--- config.mk ---
export PLATFORM = sky130hd
export DESIGN_NAME = file_transfer_packet_deframer_top_flat
export DESIGN_NICKNAME = d
export VERILOG_FILES = /design/src/hdl/ftpd_pkg.sv /design/src/hdl/ftpd_ifs.sv /design/src/hdl/file_transfer_packet_deframer_top.sv /design/src/hdl/ftpd_parser.sv /design/src/hdl/ftpd_skid.sv /design/src/flat_wrapper.sv
export SDC_FILE = /design/constraint.sdc
export NUM_CORES = 1
export LEC_CHECK = 0
export BUFFER_PORTS_ARGS = -buffer_cell sky130_fd_sc_hd__buf_4
export CORE_ASPECT_RATIO = 0.5
export CORE_MARGIN = 8
export CORE_UTILIZATION = 25
export DETAILED_ROUTE_END_ITERATION = 16
export PLACE_DENSITY_LB_ADDON = 0.3
export SLEW_MARGIN = 0
export SYNTH_ARGS = -nofsm -noshare
export SYNTH_HDL_FRONTEND = slang
export SYNTH_SLANG_ARGS = --single-unit
--- constraint.sdc ---
create_clock -name clk -period 13.7 [get_ports clk]
set_input_delay 0 -clock clk [delete_from_list [all_inputs] [get_ports clk]]
set_output_delay 0 -clock clk [all_outputs]
set_load 0.01 [all_outputs]
--- src/hdl/ftpd_pkg.sv ---
`timescale 1ns / 1ps
package ftpd_pkg;

  localparam int unsigned PhaseW = 4;

  localparam logic [PhaseW-1:0] PH_OP_HI   = 4'd0;
  localparam logic [PhaseW-1:0] PH_OP_LO   = 4'd1;
  localparam logic [PhaseW-1:0] PH_ACK_HI  = 4'd2;
  localparam logic [PhaseW-1:0] PH_ACK_LO  = 4'd3;
  localparam logic [PhaseW-1:0] PH_SIZE_HI = 4'd4;
  localparam logic [PhaseW-1:0] PH_SIZE_LO = 4'd5;
  localparam logic [PhaseW-1:0] PH_BLK_HI  = 4'd6;
  localparam logic [PhaseW-1:0] PH_BLK_LO  = 4'd7;
  localparam logic [PhaseW-1:0] PH_DATA    = 4'd8;
  localparam logic [PhaseW-1:0] PH_NAME    = 4'd9;
  localparam logic [PhaseW-1:0] PH_PREFIX  = 4'd10;
  localparam logic [PhaseW-1:0] PH_ABSORB  = 4'd11;

  localparam logic [15:0] OP_RRQ   = 16'd1;
  localparam logic [15:0] OP_WRQ   = 16'd2;
  localparam logic [15:0] OP_DATA  = 16'd3;
  localparam logic [15:0] OP_ACK   = 16'd4;
  localparam logic [15:0] OP_ERROR = 16'd5;
  localparam logic [15:0] OP_DIRQ  = 16'd6;
  localparam logic [15:0] OP_LOGRQ = 16'd7;
  localparam logic [15:0] OP_DELRQ = 16'd8;
  localparam logic [15:0] OP_BCAST = 16'd9;
  localparam logic [15:0] OP_DISC  = 16'd10;

  localparam logic [7:0] NUL_BYTE = 8'h00;

  typedef struct packed {
    logic        payload_valid;
    logic [7:0]  payload_byte;
    logic        packet_done;
    logic [15:0] packet_opcode;
    logic [15:0] block_number;
    logic [15:0] data_size;
    logic [15:0] error_code;
    logic [7:0]  added_flag;
  } ftpd_res_t;

endpackage

--- src/hdl/ftpd_ifs.sv ---
`timescale 1ns / 1ps
interface ftpd_byte_if;
  logic       valid;
  logic       ready;
  logic [7:0] byte_in;

  modport source (output valid, output byte_in, input ready);
  modport sink (input valid, input byte_in, output ready);
endinterface

interface ftpd_res_if;
  logic        valid;
  logic        ready;
  logic        payload_valid;
  logic [7:0]  payload_byte;
  logic        packet_done;
  logic [15:0] packet_opcode;
  logic [15:0] block_number;
  logic [15:0] data_size;
  logic [15:0] error_code;
  logic [7:0]  added_flag;

  modport source (
    output valid, output payload_valid, output payload_byte, output packet_done,
    output packet_opcode, output block_number, output data_size, output error_code,
    output added_flag, input ready
  );
  modport sink (
    input valid, input payload_valid, input payload_byte, input packet_done,
    input packet_opcode, input block_number, input data_size, input error_code,
    input added_flag, output ready
  );
endinterface

--- src/hdl/file_transfer_packet_deframer_top.sv ---
`timescale 1ns / 1ps
// Channel   Dir  Handshake      Payload
// in_ch     in   valid/ready    byte_in
// out_ch    out  valid/ready    payload_valid, payload_byte, packet_done, packet_opcode,
//                               block_number, data_size, error_code, added_flag
//
// One byte is taken per cycle while in_ch.ready is high; results are registered.
// Header and opcode bytes give no result unless ending a packet; results are sparser.
// Reset is synchronous: the parser returns to the opcode high byte, stores clear.
// A two-entry output stage holds results while out_ch stalls; in_ch.ready
// drops only when both entries are full.
module file_transfer_packet_deframer_top (
  input logic         clk,
  input logic         rst_n,
  ftpd_byte_if.sink   in_ch,
  ftpd_res_if.source  out_ch
);
  import ftpd_pkg::*;

  logic      fire;
  logic      res_valid;
  logic      space;
  ftpd_res_t res;
  ftpd_res_t out_data;

  assign in_ch.ready = space;
  assign fire        = in_ch.valid && space;

  ftpd_parser u_parser (
    .clk       (clk),
    .rst_n     (rst_n),
    .fire      (fire),
    .byte_in   (in_ch.byte_in),
    .res_valid (res_valid),
    .res       (res)
  );

  ftpd_skid u_skid (
    .clk       (clk),
    .rst_n     (rst_n),
    .push      (res_valid),
    .push_data (res),
    .space     (space),
    .out_valid (out_ch.valid),
    .out_ready (out_ch.ready),
    .out_data  (out_data)
  );

  assign out_ch.payload_valid = out_data.payload_valid;
  assign out_ch.payload_byte  = out_data.payload_byte;
  assign out_ch.packet_done   = out_data.packet_done;
  assign out_ch.packet_opcode = out_data.packet_opcode;
  assign out_ch.block_number  = out_data.block_number;
  assign out_ch.data_size     = out_data.data_size;
  assign out_ch.error_code    = out_data.error_code;
  assign out_ch.added_flag    = out_data.added_flag;

endmodule

--- src/hdl/ftpd_parser.sv ---
`timescale 1ns / 1ps
module ftpd_parser (
  input  logic                clk,
  input  logic                rst_n,
  input  logic                fire,
  input  logic [7:0]          byte_in,
  output logic                res_valid,
  output ftpd_pkg::ftpd_res_t res
);
  import ftpd_pkg::*;

  logic [PhaseW-1:0] phase_r, phase_nxt;
  logic [15:0]       opcode_r, opcode_nxt;
  logic [7:0]        hold_r, hold_nxt;
  logic              prefix_r, prefix_nxt;
  logic [15:0]       left_r, left_nxt;
  logic [15:0]       block_r, block_nxt;
  logic [15:0]       size_r, size_nxt;
  logic [15:0]       error_r, error_nxt;
  logic [7:0]        flag_r, flag_nxt;
  logic              emit;
  logic              pv;
  logic              done;
  logic [15:0]       joined;

  assign joined = {hold_r, byte_in};

  always_comb begin
    phase_nxt  = phase_r;
    opcode_nxt = opcode_r;
    hold_nxt   = hold_r;
    prefix_nxt = prefix_r;
    left_nxt   = left_r;
    block_nxt  = block_r;
    size_nxt   = size_r;
    error_nxt  = error_r;
    flag_nxt   = flag_r;
    emit       = 1'b0;
    pv         = 1'b0;
    done       = 1'b0;
    case (phase_r)
      PH_OP_HI: begin
        hold_nxt  = byte_in;
        phase_nxt = PH_OP_LO;
      end
      PH_OP_LO: begin
        opcode_nxt = joined;
        block_nxt  = '0;
        size_nxt   = '0;
        error_nxt  = '0;
        flag_nxt   = '0;
        prefix_nxt = 1'b0;
        left_nxt   = '0;
        case (joined)
          OP_DIRQ, OP_DISC: begin
            phase_nxt = PH_OP_HI;
            emit      = 1'b1;
            done      = 1'b1;
          end
          OP_ACK: phase_nxt = PH_ACK_HI;
          OP_DATA: phase_nxt = PH_SIZE_HI;
          OP_RRQ, OP_WRQ, OP_LOGRQ, OP_DELRQ: phase_nxt = PH_NAME;
          OP_ERROR, OP_BCAST: phase_nxt = PH_PREFIX;
          default: phase_nxt = PH_ABSORB;
        endcase
      end
      PH_ACK_HI: begin
        hold_nxt  = byte_in;
        phase_nxt = PH_ACK_LO;
      end
      PH_ACK_LO: begin
        block_nxt = joined;
        phase_nxt = PH_OP_HI;
        emit      = 1'b1;
        done      = 1'b1;
      end
      PH_SIZE_HI: begin
        hold_nxt  = byte_in;
        phase_nxt = PH_SIZE_LO;
      end
      PH_SIZE_LO: begin
        size_nxt  = joined;
        phase_nxt = PH_BLK_HI;
      end
      PH_BLK_HI: begin
        hold_nxt  = byte_in;
        phase_nxt = PH_BLK_LO;
      end
      PH_BLK_LO: begin
        block_nxt = joined;
        left_nxt  = size_r;
        if (size_r == '0) begin
          phase_nxt = PH_OP_HI;
          emit      = 1'b1;
          done      = 1'b1;
        end else if (size_r[15]) begin
          phase_nxt = PH_ABSORB;
        end else begin
          phase_nxt = PH_DATA;
        end
      end
      PH_DATA: begin
        left_nxt = left_r - 16'd1;
        emit     = 1'b1;
        pv       = 1'b1;
        if (left_nxt == '0) begin
          phase_nxt = PH_OP_HI;
          done      = 1'b1;
        end
      end
      PH_NAME: begin
        emit = 1'b1;
        if (byte_in == NUL_BYTE) begin
          phase_nxt = PH_OP_HI;
          done      = 1'b1;
        end else begin
          pv = 1'b1;
        end
      end
      PH_PREFIX: begin
        if (!prefix_r) begin
          prefix_nxt = 1'b1;
          if (opcode_r == OP_ERROR) begin
            hold_nxt = byte_in;
          end else begin
            flag_nxt = byte_in;
          end
        end else begin
          prefix_nxt = 1'b0;
          phase_nxt  = PH_NAME;
          if (opcode_r == OP_ERROR) begin
            error_nxt = joined;
          end else begin
            emit = 1'b1;
            pv   = 1'b1;
          end
        end
      end
      default: phase_nxt = PH_ABSORB;
    endcase
  end

  assign res_valid         = fire && emit;
  assign res.payload_valid = pv;
  assign res.payload_byte  = pv ? byte_in : NUL_BYTE;
  assign res.packet_done   = done;
  assign res.packet_opcode = opcode_nxt;
  assign res.block_number  = block_nxt;
  assign res.data_size     = size_nxt;
  assign res.error_code    = error_nxt;
  assign res.added_flag    = flag_nxt;

  always_ff @(posedge clk) begin
    if (!rst_n) begin
      phase_r  <= PH_OP_HI;
      opcode_r <= '0;
      hold_r   <= '0;
      prefix_r <= 1'b0;
      left_r   <= '0;
      block_r  <= '0;
      size_r   <= '0;
      error_r  <= '0;
      flag_r   <= '0;
    end else if (fire) begin
      phase_r  <= phase_nxt;
      opcode_r <= opcode_nxt;
      hold_r   <= hold_nxt;
      prefix_r <= prefix_nxt;
      left_r   <= left_nxt;
      block_r  <= block_nxt;
      size_r   <= size_nxt;
      error_r  <= error_nxt;
      flag_r   <= flag_nxt;
    end
  end

endmodule

--- src/hdl/ftpd_skid.sv ---
`timescale 1ns / 1ps
module ftpd_skid (
  input  logic                clk,
  input  logic                rst_n,
  input  logic                push,
  input  ftpd_pkg::ftpd_res_t push_data,
  output logic                space,
  output logic                out_valid,
  input  logic                out_ready,
  output ftpd_pkg::ftpd_res_t out_data
);
  import ftpd_pkg::*;

  logic      main_valid_r;
  logic      skid_valid_r;
  ftpd_res_t main_r;
  ftpd_res_t skid_r;
  logic      pop;

  assign pop       = main_valid_r && out_ready;
  assign space     = !skid_valid_r;
  assign out_valid = main_valid_r;
  assign out_data  = main_r;

  always_ff @(posedge clk) begin
    if (!rst_n) begin
      main_valid_r <= 1'b0;
      skid_valid_r <= 1'b0;
    end else if (skid_valid_r) begin
      if (pop) begin
        skid_valid_r <= 1'b0;
      end
    end else if (push && main_valid_r && !pop) begin
      skid_valid_r <= 1'b1;
    end else if (push) begin
      main_valid_r <= 1'b1;
    end else if (pop) begin
      main_valid_r <= 1'b0;
    end
  end

  always_ff @(posedge clk) begin
    if (skid_valid_r) begin
      if (pop) begin
        main_r <= skid_r;
      end
    end else if (push && main_valid_r && !pop) begin
      skid_r <= push_data;
    end else if (push) begin
      main_r <= push_data;
    end
  end

endmodule

--- src/flat_wrapper.sv ---
// flat-port wrapper written by rule: the top's interface ports become plain ports
module file_transfer_packet_deframer_top_flat import ftpd_pkg::*;
  (clk, rst_n, in_ch_valid, in_ch_byte_in, in_ch_ready, out_ch_valid, out_ch_payload_valid, out_ch_payload_byte, out_ch_packet_done, out_ch_packet_opcode, out_ch_block_number, out_ch_data_size, out_ch_error_code, out_ch_added_flag, out_ch_ready);
  ftpd_byte_if in_ch_i ();
  ftpd_res_if out_ch_i ();
  input logic clk;
  input logic rst_n;
  input wire logic [$bits(in_ch_i.valid)-1:0] in_ch_valid;
  input wire logic [$bits(in_ch_i.byte_in)-1:0] in_ch_byte_in;
  output wire logic [$bits(in_ch_i.ready)-1:0] in_ch_ready;
  output wire logic [$bits(out_ch_i.valid)-1:0] out_ch_valid;
  output wire logic [$bits(out_ch_i.payload_valid)-1:0] out_ch_payload_valid;
  output wire logic [$bits(out_ch_i.payload_byte)-1:0] out_ch_payload_byte;
  output wire logic [$bits(out_ch_i.packet_done)-1:0] out_ch_packet_done;
  output wire logic [$bits(out_ch_i.packet_opcode)-1:0] out_ch_packet_opcode;
  output wire logic [$bits(out_ch_i.block_number)-1:0] out_ch_block_number;
  output wire logic [$bits(out_ch_i.data_size)-1:0] out_ch_data_size;
  output wire logic [$bits(out_ch_i.error_code)-1:0] out_ch_error_code;
  output wire logic [$bits(out_ch_i.added_flag)-1:0] out_ch_added_flag;
  input wire logic [$bits(out_ch_i.ready)-1:0] out_ch_ready;
  assign in_ch_i.valid = in_ch_valid;
  assign in_ch_i.byte_in = in_ch_byte_in;
  assign in_ch_ready = in_ch_i.ready;
  assign out_ch_valid = out_ch_i.valid;
  assign out_ch_payload_valid = out_ch_i.payload_valid;
  assign out_ch_payload_byte = out_ch_i.payload_byte;
  assign out_ch_packet_done = out_ch_i.packet_done;
  assign out_ch_packet_opcode = out_ch_i.packet_opcode;
  assign out_ch_block_number = out_ch_i.block_number;
  assign out_ch_data_size = out_ch_i.data_size;
  assign out_ch_error_code = out_ch_i.error_code;
  assign out_ch_added_flag = out_ch_i.added_flag;
  assign out_ch_i.ready = out_ch_ready;
  file_transfer_packet_deframer_top u_core (.clk(clk), .rst_n(rst_n), .in_ch(in_ch_i), .out_ch(out_ch_i));
endmodule
==> impl_summary.md <==
Die
From left edge to right edge, the die measures 320 um. The number of placement rows is 55. The die covers 53,600 um^2. 96 I/O pins were placed. The initial core utilization is 25.4%. The floorplan core area is 45,300 um^2. The floorplan step set the die height to 168 um.

Cells and area
The final-stage net count is 1,138. The register area is 6990 um^2. Leaving out fill and tap cells, the most frequent cell in the layout is sky130_fd_sc_hd__nor2_1. The number of antenna cells inserted is 0.

The multi-input gate area in the final layout is 4210 um^2. The fraction of the core area covered by cells at the end of the flow is 30.5%. Leaving out fill and tap cells, the most frequent cells in the layout are 169 x sky130_fd_sc_hd__nor2_1, 164 x sky130_fd_sc_hd__edfxtp_1, 116 x sky130_fd_sc_hd__nand2_1, 104 x sky130_fd_sc_hd__buf_4, 103 x sky130_fd_sc_hd__dfxtp_1. From synthesis to final layout, the design area changed by 20.2%. Counting the fill cells in the layout gives 4,559. After routing the design area is 13,800 um^2. The fraction of final layout cells with drive strength greater than 1 is 21.4%.

Logic synthesis
The post-synthesis compound-gate area fraction is 8.68%. Of the total synthesized cell area, the portion taken by AND, OR, NAND and NOR gates is 17.1%. The dominant combinational cell family by area after synthesis is simple AND/OR/NAND/NOR gates.

For this run, the register share of the synthesized area comes to 60.7%. The count of yosys warnings during synthesis is 0. For this run, the leading register cell type out of synthesis is sky130_fd_sc_hd__edfxtp_1. The synthesized netlist occupies a cell area of 11,500 um^2. The portion of netlist area occupied by mux cells is 9.44%.

The number of instances in the synthesized netlist is 1,052. The share of async-settable or async-resettable flops after synthesis is 0%. After synthesis, the netlist uses 64 different library cells.

After Yosys synthesis, XOR and XNOR cells account for 0.902% of the synthesized area. The post-synthesis adder-cell area fraction is 0.217%. The flip-flop and latch count after synthesis is 267. After synthesis, the mean cell area works out to 10.9 um^2. The post-synthesis net count is 1,066. Counting flops with a built-in enable in the synthesized netlist gives 164.

Worst setup path
The delay of the slowest critical-path stage is 0.66 ns. The beginning of the worst register-to-register path is u_core.u_parser.phase_r[0]. The capture point of the worst path is u_core.u_skid.skid_r[14]. The category of the worst setup path launch point is a flip-flop. The critical setup path kind is reg -> reg. The type of destination of the critical path is a flip-flop. The signal on the critical path passes through nor2b_1 > and2_1 > a41o_1 > nand2_1 > a31o_2 > nor3b_2 > buf_4.

For the worst setup path, the data arrival time is 3.48 ns. The number of logic stages on the critical path including buffering is 7. Across all register-to-register paths, the minimum setup slack is 10.41 ns. In this run the critical register-to-register path is captured at u_core.u_skid.skid_r[14].

The critical path required time is 13.88 ns. The top cell family by delay on the critical path is simple AND/OR/NAND/NOR gates. On the critical path, the stage with the largest delay is an instance of sky130_fd_sc_hd__and2_1. Along the worst path, the maximum fanout reaches 45. Together, buffers and inverters on the worst path number 1. The length in cells of the worst reg-to-reg path is 7.

The critical path starts at u_core.u_parser.phase_r[0].

Timing
Of the available clock period, the critical path in the final layout requires 24.0%. Setup repair after global routing left no endpoint under its margin. The final-report max-slew violation count was 0. The slew at the pin closest to its max-slew limit is 1.18 ns. The smallest clock period supported by the final layout is computed as 3.29 ns. The final sum of negative setup slack is 0 ns. Across the routed clock network, the largest skew measured is 0.0116 ns. The worst hold slack is 0.0207 ns. The count of endpoints failing setup in the final report is 0.

Static timing analysis puts the maximum clock frequency at 0.304 GHz. The number of hold-slack violations in the final timing report is 0. The worst-case headroom to the max-slew limit is 20.7%.

Global route
The largest net degree at the start of global routing is 84. The overflow left after global routing is 0. The via count of the first global-routing pass came to 8,052. Global routing used 10.6% of the available tracks. The initial antenna violation count is 0.

The first global-routing pass estimated 46,900 um of wire.

Clock network
The number of sinks on the clock net is 267. Buffers inserted during clock tree synthesis total 29. TritonCTS built the clock tree. Post-CTS repair changed the size of 0 cells. In this run the post-CTS setup repair buffer count came out at 0.

CTS built an H-tree with a depth of 1. The largest buffer count on any clock path is 3. Clock-pin slew was measured on the worst setup and hold paths at 0.06 ns. The clock latency at the later pin of the worst-skew pair is 0.55 ns.

CTS placed an instance of sky130_fd_sc_hd__clkbuf_16 at the clock tree root.

Job
The tool flagged a number of max-cap violations equal to 0.

Power
Power spread over the standard cell area amounts to 136 nW/um^2. The design draws 1.88 mW. IR analysis of the VDD net gives a maximum drop of 0.0725 mV.

Summed over all cells, the static leakage comes to 5.26 nW.

Routing
For this block, the initial DRC count from the detailed router was 760. After detailed routing, the number of remaining DRC violations is 0. For this block, the via count after detailed routing is 8,310. Once detail routing completed, the nets flagged for antenna violations numbered 0. Dividing the detail-routed via count by the number of cells gives 4.76. The post-detailed-routing wire length is 29,500 um. The average detailed-routed wire length per instance is 16.9 um. The detailed-routing iteration count for the pre-antenna-repair pass is 5.

Min path
In this run the worst hold path is classified as in -> reg. The worst hold path was traced through 6 stages.

Run status
The run finished with clean final reports.

Placed design
At the end of routability-driven placement, the weighted congestion stood at 0.834. The count of buffers added on input and output ports is 95. In this run the cell area measured after placement is 12,800 um^2.

Summed over all nets, the half-perimeter wirelength after detailed placement is 19,900 um.
## where the power goes
part           switching (mW)  internal (mW)
clock                   0.317          0.465
sequential             0.0245          0.880
combinational           0.120         0.0751
## per-layer routing
metal	global-route usage, %	vias to the layer above	wire length, um
met4	2.21	0	476
li1	-	3949	-
met2	18.3	216	14800
met3	1.69	30	1260
met1	13.9	4115	13000
met5	0	-	0
## cells in the mapped netlist (6+ instances only)
cell type                    n  share of area (%)
sky130_fd_sc_hd__buf_2       9               0.39
sky130_fd_sc_hd__o21ai_0    46                2.0
sky130_fd_sc_hd__a22o_1     16                1.2
sky130_fd_sc_hd__a221oi_1    6               0.46
sky130_fd_sc_hd__nor3b_1     6               0.39
sky130_fd_sc_hd__mux2i_1    16                1.4
sky130_fd_sc_hd__a31oi_1    10               0.54
sky130_fd_sc_hd__nor3_1     75                3.3
sky130_fd_sc_hd__inv_1      13               0.42
sky130_fd_sc_hd__nor2_1    169                5.5
sky130_fd_sc_hd__a22oi_1    20                1.3
sky130_fd_sc_hd__a211oi_1    6               0.39
sky130_fd_sc_hd__clkbuf_1   55                1.8
sky130_fd_sc_hd__a21oi_1    17               0.74
sky130_fd_sc_hd__mux2_2     81                7.9
sky130_fd_sc_hd__nor4_1     11               0.60
sky130_fd_sc_hd__edfxtp_1  164                 43
sky130_fd_sc_hd__dfxtp_1   103                 18
sky130_fd_sc_hd__nand3_1    24                1.0
sky130_fd_sc_hd__buf_1       8               0.26
sky130_fd_sc_hd__nand2_1   117                3.8
sky130_fd_sc_hd__xor2_1      7               0.53
## worst min-delay path by stage
stage	startpoint	to	slack, ns
after floorplan	rst_n	u_core.u_parser.phase_r[2]	0.12
after global placement	rst_n	u_core.u_parser.phase_r[2]	0.27
after detailed placement	rst_n	u_core.u_parser.phase_r[2]	0.27
after CTS	in_ch_valid	u_core.u_skid.skid_valid_r	0.008
after global routing	in_ch_valid	u_core.u_parser.block_r[3]	0.05
final	in_ch_valid	u_core.u_skid.skid_valid_r	0.02
## repair_timing
action | CTS | global route
setup endpoints to repair | 0 | 0
hold buffers | 10 | 0
endpoints found under the hold margin | 32 | 0
## area by class of cell
type / instances / area share (%)
timing repair buffer: 114 / 6.37
inverter: 14 / 0.389
tap: 598 / 5.41
multi-input combinational: 698 / 30.4
clock buffer: 40 / 5.76
sequential: 267 / 50.5
clock inverter: 14 / 1.20
## per-stage QoR
| step | instances | setup WS, ns |
|---|---|---|
| after global routing | 1745 | 10.14 |
| after CTS | 1745 | 10.43 |
| after floorplan | 1052 | 5.59 |
| after detailed placement | 1681 | 10.44 |
| final | 1745 | 10.41 |
| after global placement | 1681 | 10.54 |
## kinds of logic after synthesis
group / Yosys count
AOI/OAI and AO/OA: 149
DFF: 267
and+or+nand+nor: 438
buffers and inverters: 87
xor gates and xnor gates: 11
adders and majority gates: 2
muxes: 98
## registers in the layout, indices dropped and copies added, names as in the netlist
register	count
u_core.u_parser.error_r	16
u_core.u_skid.skid_valid_r	1
u_core.u_parser.prefix_r	1
u_core.u_skid.skid_r	82
u_core.u_skid.out_valid	1
u_core.u_parser.hold_r	8
u_core.u_parser.left_r	16
u_core.u_skid.out_data	82
u_core.u_parser.flag_r	8
u_core.u_parser.opcode_r	16
u_core.u_parser.block_r	16
u_core.u_parser.size_r	16
u_core.u_parser.phase_r	4
## worst min-delay path, stage by stage
cell	delay (ns)
sky130_fd_sc_hd__buf_4	0.12
sky130_fd_sc_hd__nand2_2	0.07
sky130_fd_sc_hd__a211oi_1	0.04
sky130_fd_sc_hd__nand2_1	0.06
sky130_fd_sc_hd__a31o_2	0.15
sky130_fd_sc_hd__o21ai_1	0.08
Power figures use the tool's default switching activity.
